## config.mk

```make
export PLATFORM = sky130hd
export DESIGN_NAME = sct_mod_cell
export DESIGN_NICKNAME = d
export VERILOG_FILES = /design/src/rtl/assert_macros.svh /design/src/rtl/sct_pkg.sv /design/src/rtl/sct_mod_cell.sv
export SDC_FILE = /design/constraint.sdc
export NUM_CORES = 1
export LEC_CHECK = 0
export ABC_AREA = 1
export BUFFER_PORTS_ARGS = -buffer_cell sky130_fd_sc_hd__buf_4
export CAP_MARGIN = 10
export CORE_MARGIN = 4
export CORE_UTILIZATION = 45
export CTS_CLUSTER_DIAMETER = 30
export DETAILED_ROUTE_END_ITERATION = 6
export GPL_ROUTABILITY_DRIVEN = 0
export PLACE_DENSITY = 0.72
export SLEW_MARGIN = 20
export SYNTH_ARGS = -nofsm -noshare
export SYNTH_HDL_FRONTEND = slang
export SYNTH_SLANG_ARGS = --single-unit
export TNS_END_PERCENT = 10
```

## constraint.sdc

```tcl
create_clock -name clk -period 5.9 [get_ports clk]
set_input_delay 0.885 -clock clk [delete_from_list [all_inputs] [get_ports clk]]
set_output_delay 0.885 -clock clk [all_outputs]
set_load 0.05 [all_outputs]
```

## src/rtl/assert_macros.svh

```systemverilog
// assertion macros for the rtl top level
`ifndef ASSERT_MACROS_SVH
`define ASSERT_MACROS_SVH

// same-cycle implication, disabled during reset
`define ASSERT_IMPLIES(label, clk, rst, ante, cons, msg) \
  label: assert property (@(posedge clk) disable iff (rst) (ante) |-> (cons)) \
    else $error(msg);

// next-cycle implication, disabled during reset
`define ASSERT_NEXT(label, clk, rst, ante, cons, msg) \
  label: assert property (@(posedge clk) disable iff (rst) (ante) |=> (cons)) \
    else $error(msg);

`endif

```

## src/rtl/sct_pkg.sv

```systemverilog
// shared constants and types for the taylor sine/cosine pipeline
`timescale 1ns / 1ps
package sct_pkg;

  localparam int TERMS   = 12;
  localparam int NTERMS  = 2 * TERMS;
  localparam int N_CELLS = NTERMS - 1;

  localparam int ANGLE_W    = 32;
  localparam int OUT_W      = 32;
  localparam int FRAC_SHIFT = 16;
  localparam int Q_FRAC     = 40;
  localparam int OUT_SHIFT  = 10;

  localparam int X_W   = 49;
  localparam int R_W   = 43;
  localparam int T_W   = 47;
  localparam int P_W   = 50;
  localparam int ACC_W = 52;
  localparam int MUL_W = T_W + R_W;

  localparam int T_LO_W = 24;
  localparam int T_HI_W = T_W - T_LO_W;
  localparam int R_LO_W = 21;
  localparam int R_HI_W = R_W - R_LO_W;

  localparam int NUM_W    = $clog2(NTERMS);
  localparam int CHUNK_W  = P_W / 2;
  localparam int DIV_BASE = CHUNK_W + NUM_W;
  localparam int SHIFT_W  = $clog2(DIV_BASE + NUM_W + 1);
  localparam int RECIP_W  = DIV_BASE + 2;
  localparam int X2_W     = CHUNK_W + NUM_W;
  localparam int PROD1_W  = CHUNK_W + RECIP_W;
  localparam int PROD2_W  = X2_W + RECIP_W;

  localparam int MOD_STEPS = 6;
  localparam logic [R_W-1:0] TWO_PI_Q40 = 43'h6487ED5110B;
  localparam logic [X_W-1:0] MOD_OFFSET = X_W'(TWO_PI_Q40) * X_W'(21);

  typedef struct packed {
    logic [NUM_W-1:0]   n;
    logic [SHIFT_W-1:0] shift;
    logic [RECIP_W-1:0] recip;
  } div_const_t;

  typedef struct packed {
    logic [T_W-1:0]          term;
    logic [R_W-1:0]          r;
    logic signed [ACC_W-1:0] sine;
    logic signed [ACC_W-1:0] cosine;
  } term_bus_t;

endpackage

```

## src/rtl/sct_mod_cell.sv

```systemverilog
// one conditional-subtract step of the angle reduction chain
`timescale 1ns / 1ps
module sct_mod_cell import sct_pkg::*; (
  input  logic           clk,
  input  logic           rst,
  input  logic           en,
  input  logic [X_W-1:0] modulus,
  input  logic           valid_in,
  input  logic [X_W-1:0] x_in,
  output logic           valid_out,
  output logic [X_W-1:0] x_out
);

  logic [X_W:0] diff;

  assign diff = {1'b0, x_in} - {1'b0, modulus};

  always_ff @(posedge clk) begin
    if (rst) begin
      valid_out <= 1'b0;
    end else if (en) begin
      valid_out <= valid_in;
    end
  end

  always_ff @(posedge clk) begin
    if (en) begin
      x_out <= diff[X_W] ? x_in : diff[X_W-1:0];
    end
  end

endmodule

```

==> metrics.yaml, run 1 <==
synth:
  netlist_instances: 1206
  async_flop_share_pct: 0
  synth-xor-area-share_pct: 3.06
  syn_area_per_cell_um2: 5.70
  synth_top_family_by_area: "simple AND/OR/NAND/NOR gates"
  synth.mux.area_fraction_pct: 0.146
  synthSimpleGateAreaFrac_pct: 45.3
  syn_nets: 1358
  synth_fa_ha_area_share_pct: 9.21
  yosys_warnings: 0
  synth_compound_area_share_pct: 2.53
  netlist_area_um2: 6880
  ys.flop_type: "edfxtp_1"
  synth.distinct_cells: 32
  synth_enable_flop_cells: 49
  yosys_register_bits: 50
  ys_seq_area_share_pct: 21.7
final_layout:
  stdcell_count: 1536
  drive_gt1_share_pct: 16.0
  final_util_pct: 56.1
  diodes: 0
  area_growth_syn_to_layout_pct: 20.3
  seq_area_um2: 1490
  nFillCells: 1603
  multi_input_area_um2: 4140
  nets: 1503
floorplanning:
  io_pins: 152
  start_util_pct: 46.6
  die_h_um: 132
  rows: 44
  die_area_um2: 17300
  core_area_um2: 14800
  die_x_um: 132
grt:
  grt-ovfl-total: 0
  grt_use_total_pct: 23.7
  antenna_found_initial: 0
  grt_pass1_wl_um: 34100
  grt_max_degree: 51
  grt_pass1_vias: 6990
setup_path:
  cp_top_family: "simple AND/OR/NAND/NOR gates"
  crit_path_end_kind: "flop"
  crit_arrival_ns: 3.02
  crit_path_max_fanout: 35
  start_kind: "input pin"
  cpMostUsedCell: "nand2_1"
  cp_num_buf_inv: 5
  max_stage_delay_ns: 0.38
  slowest_stage: "buf_4"
  path_class: "in2reg"
  path_cells: "buf_4 -> inv_1 -> ha_1 -> nand2_1 -> inv_2 -> nand2_1 -> nand2_1 -> inv_2 -> nand3_2 -> nand2_2 -> nand2_2 -> nand2_2 -> nand3_2 -> buf_4 -> nand3_1 -> nand2_1"
  cp.required_ns: 5.96
clock_network:
  path_clk_slew_ns: 0.07
  clock_path_buffers: 2
  cts_hold_buffers: 0
  root_buffer: "clkbuf_16"
  clock-sinks: 50
  htreeDepth: 2
  postCtsSetupRepairBufs: 0
  cts_buffers: 5
  cts_tree: "yes"
  post_cts_resized: 0
  worstSkewPairLatency_ns: 0.31
sta:
  clock.fmax_mhz: 338
  skew_ns: 0
  relSlewSlack_pct: 53.6
  period_share_pct: 50.2
  final.min_clock_period_ns: 2.96
  timing_hold_violations_final: 0
  worst_slew_pin_slew_ns: 0.696
  drv_slew: 0
  finalSetupTns_ns: 0
  final-setup-viol-count: 0
  rsz0062_at_grt: "false"
routing:
  ant_nets: 0
  viasPerCell: 4.84
  drc: 0
  drtIter0Drc: 530
  drt-pass1-iter-count: 7
  wl_per_cell_um: 13.3
  vias: 7436
  routed_wl_um: 20500
placement:
  dp.cells: 1528
  port_buffers: 151
  dp_hpwl_um: 16900
run_status:
  status: "finished, final reports clean"
power_and_ir_drop:
  total_power_uw: 1620
  irDropWorstVdd_mv: 0.121
  power_density_nw_per_um2: 195
  p_leak_uw: 0.00504
min_path:
  hp-class: "reg2reg"
job:
  max_cap_violations: 0
[cell usage after synthesis (5+ instances only)]
cell      count  share of area (%)
xor2_1       24                3.1
nand2_2       5               0.45
nand3_1      97                7.1
inv_2        17               0.93
nor2_1       86                4.7
edfxtp_1     49                 21
ha_1         49                8.9
buf_6         6               0.98
nor2_2        9               0.82
inv_1       281                 15
nand3_2      22                3.2
nand4_1      13                1.2
a21oi_1      28                2.0
nand2_1     491                 27
[worst reg2reg max path, delay by kind of cell, from the launching register on]
| kind | cells | cell delay [ns] |
|---|---|---|
| DFF | 1 | 0.31 |
| muxes | 1 | 0.12 |
| and+or+nand+nor | 1 | 0.05 |
[state kept, by name (all words and copies together), names as in the netlist]
signal	count
valid_out	1
x_out	49
[cell families after synthesis]
| kind of cell | Yosys count |
|---|---|
| adders and majority gates | 50 |
| buffers and inverters | 314 |
| DFF | 50 |
| xor gates and xnor gates | 24 |
| muxes | 1 |
| AOI/OAI and AO/OA | 33 |
| and+or+nand+nor | 734 |
[cell usage in the layout, fill, tap and decap left out, drive strengths merged]
master / synthesis / final
a21o: 1 / 1
a21oi: 29 / 29
and2: 1 / 1
buf: 13 / 153
clkbuf: 2 / 6
clkinv: 1 / 3
dfxtp: 1 / 1
edfxtp: 49 / 49
fa: 1 / 1
ha: 49 / 49
inv: 298 / 298
mux2i: 1 / 1
nand2: 496 / 496
nand3: 119 / 119
nand3b: 2 / 2
nand4: 13 / 13
nor2: 96 / 96
nor3: 4 / 4
nor4: 2 / 2
o21ai: 2 / 2
o21bai: 1 / 1
or2: 1 / 1
xor2: 24 / 24
[path summary, 6_finish.rpt]
kind / startpoint / end / slack (ns) / depth (start not counted)
min: valid_out / valid_out / 0.50 / 2
max reg2reg: valid_out / valid_out / 5.32 / 2
min reg2reg: valid_out / valid_out / 0.50 / 2
max: modulus[7] / x_out[33] / 2.94 / 16
[per-stage QoR]
step	area, um2	worst slack (ns)	hold WS (ns)
5_1_grt	8270	2.66	0.550
3_5_place_dp	8130	2.59	0.498
4_1_cts	8270	2.93	0.514
3_3_place_gp	8130	2.66	0.478
6_report	8270	2.94	0.501
2_1_floorplan	6880	3.35	0.733
[cell type report]
class,instances,share of cell area (%)
flip-flops and latches,50,18.0
clock inverters,2,0.106
multi-input cells,842,50.1
repair buffers,153,13.9
clock buffers,6,1.56
well taps,184,2.78
inverters,299,13.6
[power by group]
group / total, uW / internal (uW) / switching, uW
sequential: 473 / 458 / 15.1
clock: 299 / 156 / 143
combinational: 845 / 275 / 570
[per-layer routing]
| metal | vias to the layer above | GRT usage, % | wire [um] |
|---|---|---|---|
| met3 | 39 | 4.36 | 1550 |
| li1 | 3906 | - | - |
| met1 | 3203 | 33.8 | 9760 |
| met2 | 288 | 36.3 | 8610 |
| met4 | 0 | 7.76 | 533 |
| met5 | - | 0 | 0 |
(Power assumes the default switching activity.)
==> run 2, diff against run 1 <==
--- a/config.mk
+++ b/config.mk
@@ -13,7 +13,7 @@
 export CTS_CLUSTER_DIAMETER = 30
 export DETAILED_ROUTE_END_ITERATION = 6
 export GPL_ROUTABILITY_DRIVEN = 0
-export PLACE_DENSITY = 0.72
+export PLACE_DENSITY = 0.75
 export SLEW_MARGIN = 20
 export SYNTH_ARGS = -nofsm -noshare
 export SYNTH_HDL_FRONTEND = slang
==> constraint.sdc (replaced) <==
create_clock -name clk -period 2.5 [get_ports clk]
set_input_delay 0.375 -clock clk [delete_from_list [all_inputs] [get_ports clk]]
set_output_delay 0.375 -clock clk [all_outputs]
set_load 0.05 [all_outputs]
==> run 2 against run 1 <==
Compared with the run above:
- register-to-register slack worse by 3.4 ns
- sequential power is 140% higher
- wire length is 2.2% higher
- sequential share of layout area is 0.57 points lower
- worst hold slack worse by 0.28 ns
==> metrics.yaml, run 2 (synthesis gave the netlist of run 1 again) <==
final_layout:
  layout_commonest_cell: "nand2_1"
  final_area_um2: 8540  # +3.3%
  area_growth_syn_to_layout_pct: 24.3
  most-common-layout-cells: "nand2_1, inv_1, buf_4"
  largest_reg_flops: 49  # unchanged
  drive_gt1_share_pct: 17.6  # +1.6 points
  nets: 1531  # +1.9%
  largest_registers: "x_out: 49 flops, valid_out: 1 flops"
  diodes: 0  # unchanged
  top_register: "x_out"
  nFillCells: 1500  # -6.4%
sta:
  final.min_clock_period_ns: 2.23
  clock.fmax_mhz: 448
  timing_hold_violations_final: 0  # unchanged
  worst_slew_pin_slew_ns: 0.700  # +0.00392 ns
  rsz0062_at_grt: "false"
  skew_ns: 0  # unchanged
  final-setup-viol-count: 0  # unchanged
  relSlewSlack_pct: 53.3  # -0.26 points
  period_share_pct: 89.3
  finalSetupTns_ns: 0  # unchanged
  drv_slew: 0  # unchanged
clock_network:
  htreeDepth: 2  # unchanged
  root_buffer: "clkbuf_16"
  post_cts_resized: 0  # unchanged
  cts_buffers: 5  # unchanged
  cts_hold_buffers: 0  # unchanged
  cts_tree: "yes"
  clock_path_buffers: 2  # unchanged
  clock-sinks: 50  # unchanged
  worstSkewPairLatency_ns: 0.30  # about the same
  path_clk_slew_ns: 0.07  # about the same
  postCtsSetupRepairBufs: 0  # unchanged
grt:
  grtUsageMet1_pct: 33.2  # -0.59 points
  grt_pass1_vias: 7133  # +2.0%
  grt_max_degree: 51  # unchanged
  use_met3_pct: 4.36  # unchanged
  grt-ovfl-total: 0  # unchanged
  grt_pass1_wl_um: 34200  # +0.53%
  antenna_found_initial: 0  # unchanged
  grt_use_met2_pct: 38.0  # +1.7 points
  grt_use_total_pct: 23.8  # +0.10 points
  top_usage_layer: "met2"
power_and_ir_drop:
  clock_power_share_pct: 18.2  # -0.3 points
  intPower_uw: 2170  # +140%
  power_density_nw_per_um2: 459  # +130%
  p_sw_share_pct: 44.6  # -0.39 points
  p_leak_uw: 0.00520  # +3.2%
  power_frac_seq_pct: 28.5  # -0.8 points
  netSwitchingPower_uw: 1750  # +140%
  irDropWorstVdd_mv: 0.260  # +110%
  pwr-share-comb_pct: 53.3  # +1.0 points
floorplanning:
  die_area_um2: 17300  # unchanged
  rows: 44  # unchanged
  core_area_um2: 14800  # unchanged
  start_util_pct: 46.6  # unchanged
  die_h_um: 132  # unchanged
  io_pins: 152  # unchanged
  die_x_um: 132  # unchanged
setup_path:
  crit_arrival_ns: 2.31  # -0.71 ns
  crit_path_max_fanout: 4  # -89%
  cp.required_ns: 2.57  # -3.39 ns
  max_stage_delay_ns: 0.43  # +0.05 ns
  slowest_stage: "fa_1"
  start_kind: "input pin"
  path_class: "in2reg"
  path_cells: "buf_4 -> inv_1 -> ha_1 -> inv_1 -> fa_1 -> nand2_1 -> nand2_1 -> nand3_1 -> nand2_1 -> nand2_1 -> nand2_1 -> nand2_1 -> nand4_1 -> nand3_1 -> nand2_1"
  crit_path_end_kind: "flop"
  cpMostUsedCell: "nand2_1"
min_path:
  hp-class: "in2reg"
placement:
  place_area_um2: 8410  # +3.4%
  dp_hpwl_um: 17500  # +3.7%
  port_buffers: 151  # unchanged
routing:
  ant_nets: 0  # unchanged
  viasPerCell: 4.84  # -0.13%
  wl_per_cell_um: 13.4  # +0.37%
  drc: 0  # unchanged
  drtIter0Drc: 734  # +38%
  drt-pass1-iter-count: 6  # -1
  vias: 7562  # +1.7%
  routed_wl_um: 20900  # +2.2%
job:
  max_cap_violations: 0  # unchanged
run_status:
  status: "finished, final reports clean"
-- run 2: metal layers --
metal  share of wire, %  routed length, um  vias to the layer above
li1                   -                  -                     3953
met1                 46               9570                     3254
met2                 43               9050                      318
met3                8.8               1840                       37
met4                2.2                451                        0
met5                  0                  0                        -
-- run 2: cell type report --
| type | count | area, um2 | area share [%] |
|---|---|---|---|
| Clock buffer | 8 | 136 | 1.60 |
| Tap cell | 184 | 230 | 2.69 |
| Multi-Input combinational cell | 842 | 4140 | 48.5 |
| Timing Repair Buffer | 181 | 1420 | 16.6 |
| Inverter | 299 | 1120 | 13.1 |
| Sequential cell | 50 | 1490 | 17.5 |
-- run 2: worst paths after layout --
check,cells past startpoint,slack (ns),from,end
max,15,0.27,x_in[0],x_out[46]
min,2,0.22,rst,valid_out
max reg2reg,2,1.91,valid_out,valid_out
min reg2reg,2,0.51,valid_out,valid_out
-- run 2: power by group through the flow --
| stage | Sequential (uW) | Combinational [uW] | Clock [uW] |
|---|---|---|---|
| 2_1_floorplan | 1550 | 975 | 0 |
| 3_3_place_gp | 1140 | 2050 | 0 |
| 3_5_place_dp | 1130 | 2070 | 0 |
| 4_1_cts | 1120 | 2080 | 725 |
| 5_1_grt | 1130 | 2290 | 756 |
| 6_report | 1120 | 2090 | 713 |
-- run 2: worst max-delay path, delay by kind of cell --
| family | cells | cell delay (ns) |
|---|---|---|
| and+or+nand+nor | 10 | 1.10 |
| buffers and inverters | 3 | 0.24 |
| adders and majority gates | 2 | 0.56 |
-- run 2: stage by stage --
step / hold WS, ns / worst slack, ns / util [%] / total power [uW] / instances
6_report: 0.218 / 0.269 / 57.9 / 3920 / 1564
3_3_place_gp: 0.479 / -0.0417 / 57.0 / 3190 / 1556
3_5_place_dp: 0.499 / -0.0225 / 57.0 / 3210 / 1556
2_1_floorplan: 0.447 / 0.460 / - / 2530 / 1206
5_1_grt: 0.214 / 0.0587 / 57.9 / 4170 / 1564
4_1_cts: 0.212 / 0.304 / 57.9 / 3920 / 1564
==> run 3, diff against run 2 <==
--- a/config.mk
+++ b/config.mk
@@ -5,7 +5,7 @@
 export SDC_FILE = /design/constraint.sdc
 export NUM_CORES = 1
 export LEC_CHECK = 0
-export ABC_AREA = 1
+export ABC_AREA = 0
 export BUFFER_PORTS_ARGS = -buffer_cell sky130_fd_sc_hd__buf_4
 export CAP_MARGIN = 10
 export CORE_MARGIN = 4
@@ -13,7 +13,7 @@
 export CTS_CLUSTER_DIAMETER = 30
 export DETAILED_ROUTE_END_ITERATION = 6
 export GPL_ROUTABILITY_DRIVEN = 0
-export PLACE_DENSITY = 0.75
+export PLACE_DENSITY = 0.78
 export SLEW_MARGIN = 20
 export SYNTH_ARGS = -nofsm -noshare
 export SYNTH_HDL_FRONTEND = slang
==> run 3 against run 2 <==
Compared with the run above:
- the flow now finishes with violations (negative setup slack)
- largest cell class unchanged
- clock skew unchanged
- clock-buffer cell count decreased by 3
- worst hold slack improved by 0.0061 ns
- largest power group unchanged
- worst setup slack got worse by 0.80 ns
- clock power increased by 29%
- die area decreased by 24%
- synthesized area decreased by 25%
- final area decreased by 3.9%
- critical endpoint is now x_out[1]
- via count decreased by 26%
- combinational power increased by 12%
==> metrics.yaml, run 3 <==
routing:
  wl_per_cell_um: 18.7  # +40%
  vias: 5604  # -26%
  drt-pass1-iter-count: 5  # -1
  viasPerCell: 5.68  # +18%
  drc: 0  # unchanged
  ant_nets: 0  # unchanged
  drtIter0Drc: 494  # -33%
  routed_wl_um: 18500  # -12%
sta:
  clock.fmax_mhz: 330  # -26%
  worst_slew_pin_slew_ns: 0.713  # +0.0134 ns
  setup_ws_ns: -0.532  # -0.800 ns
  final-setup-viol-count: 49  # +49
  period_share_pct: 121  # +32 points
  rsz0062_at_grt: "true"
  skew_ns: 0  # unchanged
  timing_hold_violations_final: 0  # unchanged
  relSlewSlack_pct: 52.4  # -0.90 points
  hold_ws_ns: 0.224  # +0.00610 ns
  final.min_clock_period_ns: 3.03  # +0.800 ns
  drv_slew: 0  # unchanged
grt:
  grt-ovfl-total: 0  # unchanged
  grt_max_degree: 51  # unchanged
  grt_pass1_wl_um: 28000  # -18%
  grt_pass1_vias: 5879  # -18%
  grt_use_total_pct: 26.1  # +2.3 points
  antenna_found_initial: 0  # unchanged
floorplanning:
  die_x_um: 115  # -13%
  core_area_um2: 11000  # -25%
  die_h_um: 115  # -13%
  io_pins: 152  # unchanged
  rows: 38  # -14%
  die_area_um2: 13200  # -24%
  start_util_pct: 46.6  # about the same
synth:
  synth.area.top_cells: "edfxtp_1, ha_1, mux2_4"
  netlist_area_um2: 5140  # -25%
  ys_seq_area_share_pct: 29.0  # +7.3 points
  yosys_warnings: 0  # unchanged
  yosys_register_bits: 50  # unchanged
  synth.most_common_cell: "inv_1"
  synth_enable_flop_cells: 49  # unchanged
  synth.top_cell.area_share_pct: 28.6  # +1.8 points
  synth.distinct_cells: 59  # +84%
  syn_area_per_cell_um2: 9.40  # +65%
  syn_nets: 699  # -49%
  synthTopCellsByCount: "inv_1, a21oi_1, edfxtp_1, ha_1, nand2_1"
  async_flop_share_pct: 0  # unchanged
  ys.flop_type: "edfxtp_1"
  netlist_instances: 547  # -55%
  synth_top_cell_by_area: "edfxtp_1"
clock_network:
  worstSkewPairLatency_ns: 0.29  # about the same
  clock_path_buffers: 2  # unchanged
  path_clk_slew_ns: 0.07  # about the same
  cts_buffers: 5  # unchanged
  htreeDepth: 2  # unchanged
  cts_hold_buffers: 0  # unchanged
  clock-sinks: 50  # unchanged
  root_buffer: "clkbuf_16"
  cts_tree: "yes"
setup_path:
  crit_path_end_kind: "flop"
  start_kind: "input pin"
  slowest_stage: "nor4b_4"
  max_stage_delay_ns: 0.38  # -0.05 ns
  path_class: "in2reg"
  reg2reg_from: "valid_out"
  path_cells: "buf_12 -> inv_16 -> ha_4 -> nor2b_4 -> o2111ai_2 -> a31oi_2 -> a32o_2 -> a2111oi_4 -> nor3b_2 -> nor4b_4 -> buf_4 -> o31a_1 -> mux2_4"
  crit_start: "modulus[1]"
  reg2reg_to: "valid_out"
  cp.required_ns: 2.55  # -0.02 ns
  reg2reg_slack_ns: 1.92  # about the same
  r2r_cells: 2  # unchanged
  crit_path_max_fanout: 3  # -1
  crit_arrival_ns: 3.08  # +0.77 ns
power_and_ir_drop:
  irDropWorstVdd_mv: 0.348  # +34%
  total_power_uw: 4390  # +12%
  power_density_nw_per_um2: 535  # +17%
  intPower_uw: 2740  # +26%
  clock_power_share_pct: 21.0  # +2.8 points
  power_frac_seq_pct: 25.5  # -3.0 points
  pwr-share-comb_pct: 53.5  # +0.2 points
  p_leak_uw: 0.00397  # -24%
  netSwitchingPower_uw: 1650  # -5.7%
  p_sw_share_pct: 37.6  # -7.1 points
min_path:
  min_path_cells: 2  # unchanged
  min_to: "valid_out"
  hp-start: "rst"
  hp-class: "in2reg"
run_status:
  violations: "negative setup slack"
  status: "complete, but fails checks"
final_layout:
  final_util_pct: 74.4  # +17 points
  diodes: 0  # unchanged
  drive_gt1_share_pct: 49.1  # +31 points
  layout_commonest_cell: "buf_4"
  most-common-layout-cells: "buf_4, inv_1, a21oi_1, edfxtp_1, nand2_1"
  largest_registers: "x_out: 49 flops, valid_out: 1 flops"
  nets: 997  # -35%
  area_growth_syn_to_layout_pct: 59.6
  largest_reg_flops: 49  # unchanged
  top_register: "x_out"
placement:
  port_buffers: 151  # unchanged
  preCtsSetupSlack_ns: -0.948  # -0.925 ns
  dp_hpwl_um: 13200  # -25%
job:
  max_cap_violations: 0  # unchanged
==> run 3: layout make-up <==
class | count | area (um2)
Tap cell | 140 | 175
Multi-Input combinational cell | 420 | 3700
Clock inverter | 3 | 68.8
Clock buffer | 5 | 125
Timing Repair Buffer | 302 | 2380
Inverter | 66 | 264
Sequential cell | 50 | 1490
Fill cell | 687 | 2820
==> run 3: through the flow <==
stage,std cells,cell area [um2],TNS (ns)
after floorplan,547,5230,-30.44
after global placement,967,7530,-38.47
after detailed placement,967,7530,-44.64
after CTS,983,8030,-21.12
after global routing,986,8210,-26.42
final,986,8210,-23.68
==> run 3: kinds of logic (layout without fill, tap and decap cells) <==
kind of cell / count (synthesis) / after routing / synth area share (%)
AOI/OAI and AO/OA: 167 / 167 / 21.7
adders and majority gates: 50 / 50 / 12.3
xor gates and xnor gates: 40 / 40 / 6.81
buffers and inverters: 77 / 376 / 6.23
and+or+nand+nor: 117 / 117 / 11.3
muxes: 46 / 46 / 12.6
DFF: 50 / 50 / 29.0
==> run 3: how the worst max path moves through the flow <==
| stage | end | slack, ns | cells past startpoint |
|---|---|---|---|
| 2_1_floorplan | x_out[10] | -0.67 | 12 |
| 3_3_place_gp | x_out[45] | -0.83 | 12 |
| 3_5_place_dp | x_out[16] | -0.95 | 13 |
| 4_1_cts | x_out[2] | -0.47 | 13 |
| 5_1_grt | x_out[1] | -0.58 | 13 |
| 6_report | x_out[1] | -0.53 | 13 |
==> run 3: critical path: cells and delay by family <==
kind | cells | cell delay [ns]
adder cells (fa/ha/maj) | 1 | 0.18
AO/OA/AOI/OAI | 5 | 1.22
buffers and inverters | 3 | 0.33
AND/OR/NAND/NOR | 3 | 0.63
multiplexers | 1 | 0.33
==> run 3: what timing repair did <==
| item | in CTS | in global routing |
|---|---|---|
| buffers inserted | 5 | 3 |
| gates cloned | 3 | 0 |
| endpoints found under the setup margin | 49 | 49 |
| hold endpoints to repair | 0 | 0 |
| pin swaps | 14 | 19 |
| gates resized for setup | 42 | 31 |
==> run 3: power groups by stage <==
| stage | Sequential [uW] | Combinational, uW | Clock, uW |
|---|---|---|---|
| after detailed placement | 1140 | 2120 | 0 |
| after global routing | 1130 | 2480 | 944 |
| after global placement | 1130 | 2060 | 0 |
| after CTS | 1120 | 2250 | 926 |
| final | 1120 | 2350 | 922 |
| after floorplan | 1540 | 901 | 0 |
==> run 3: routing by layer <==
| layer | global-route usage, % | up-vias | routed length [um] |
|---|---|---|---|
| li1 | - | 2590 | - |
| met1 | 31.4 | 2614 | 7190 |
| met2 | 46.6 | 333 | 9130 |
| met3 | 4.00 | 67 | 1470 |
| met4 | 10.4 | 0 | 689 |
| met5 | 0 | - | 0 |
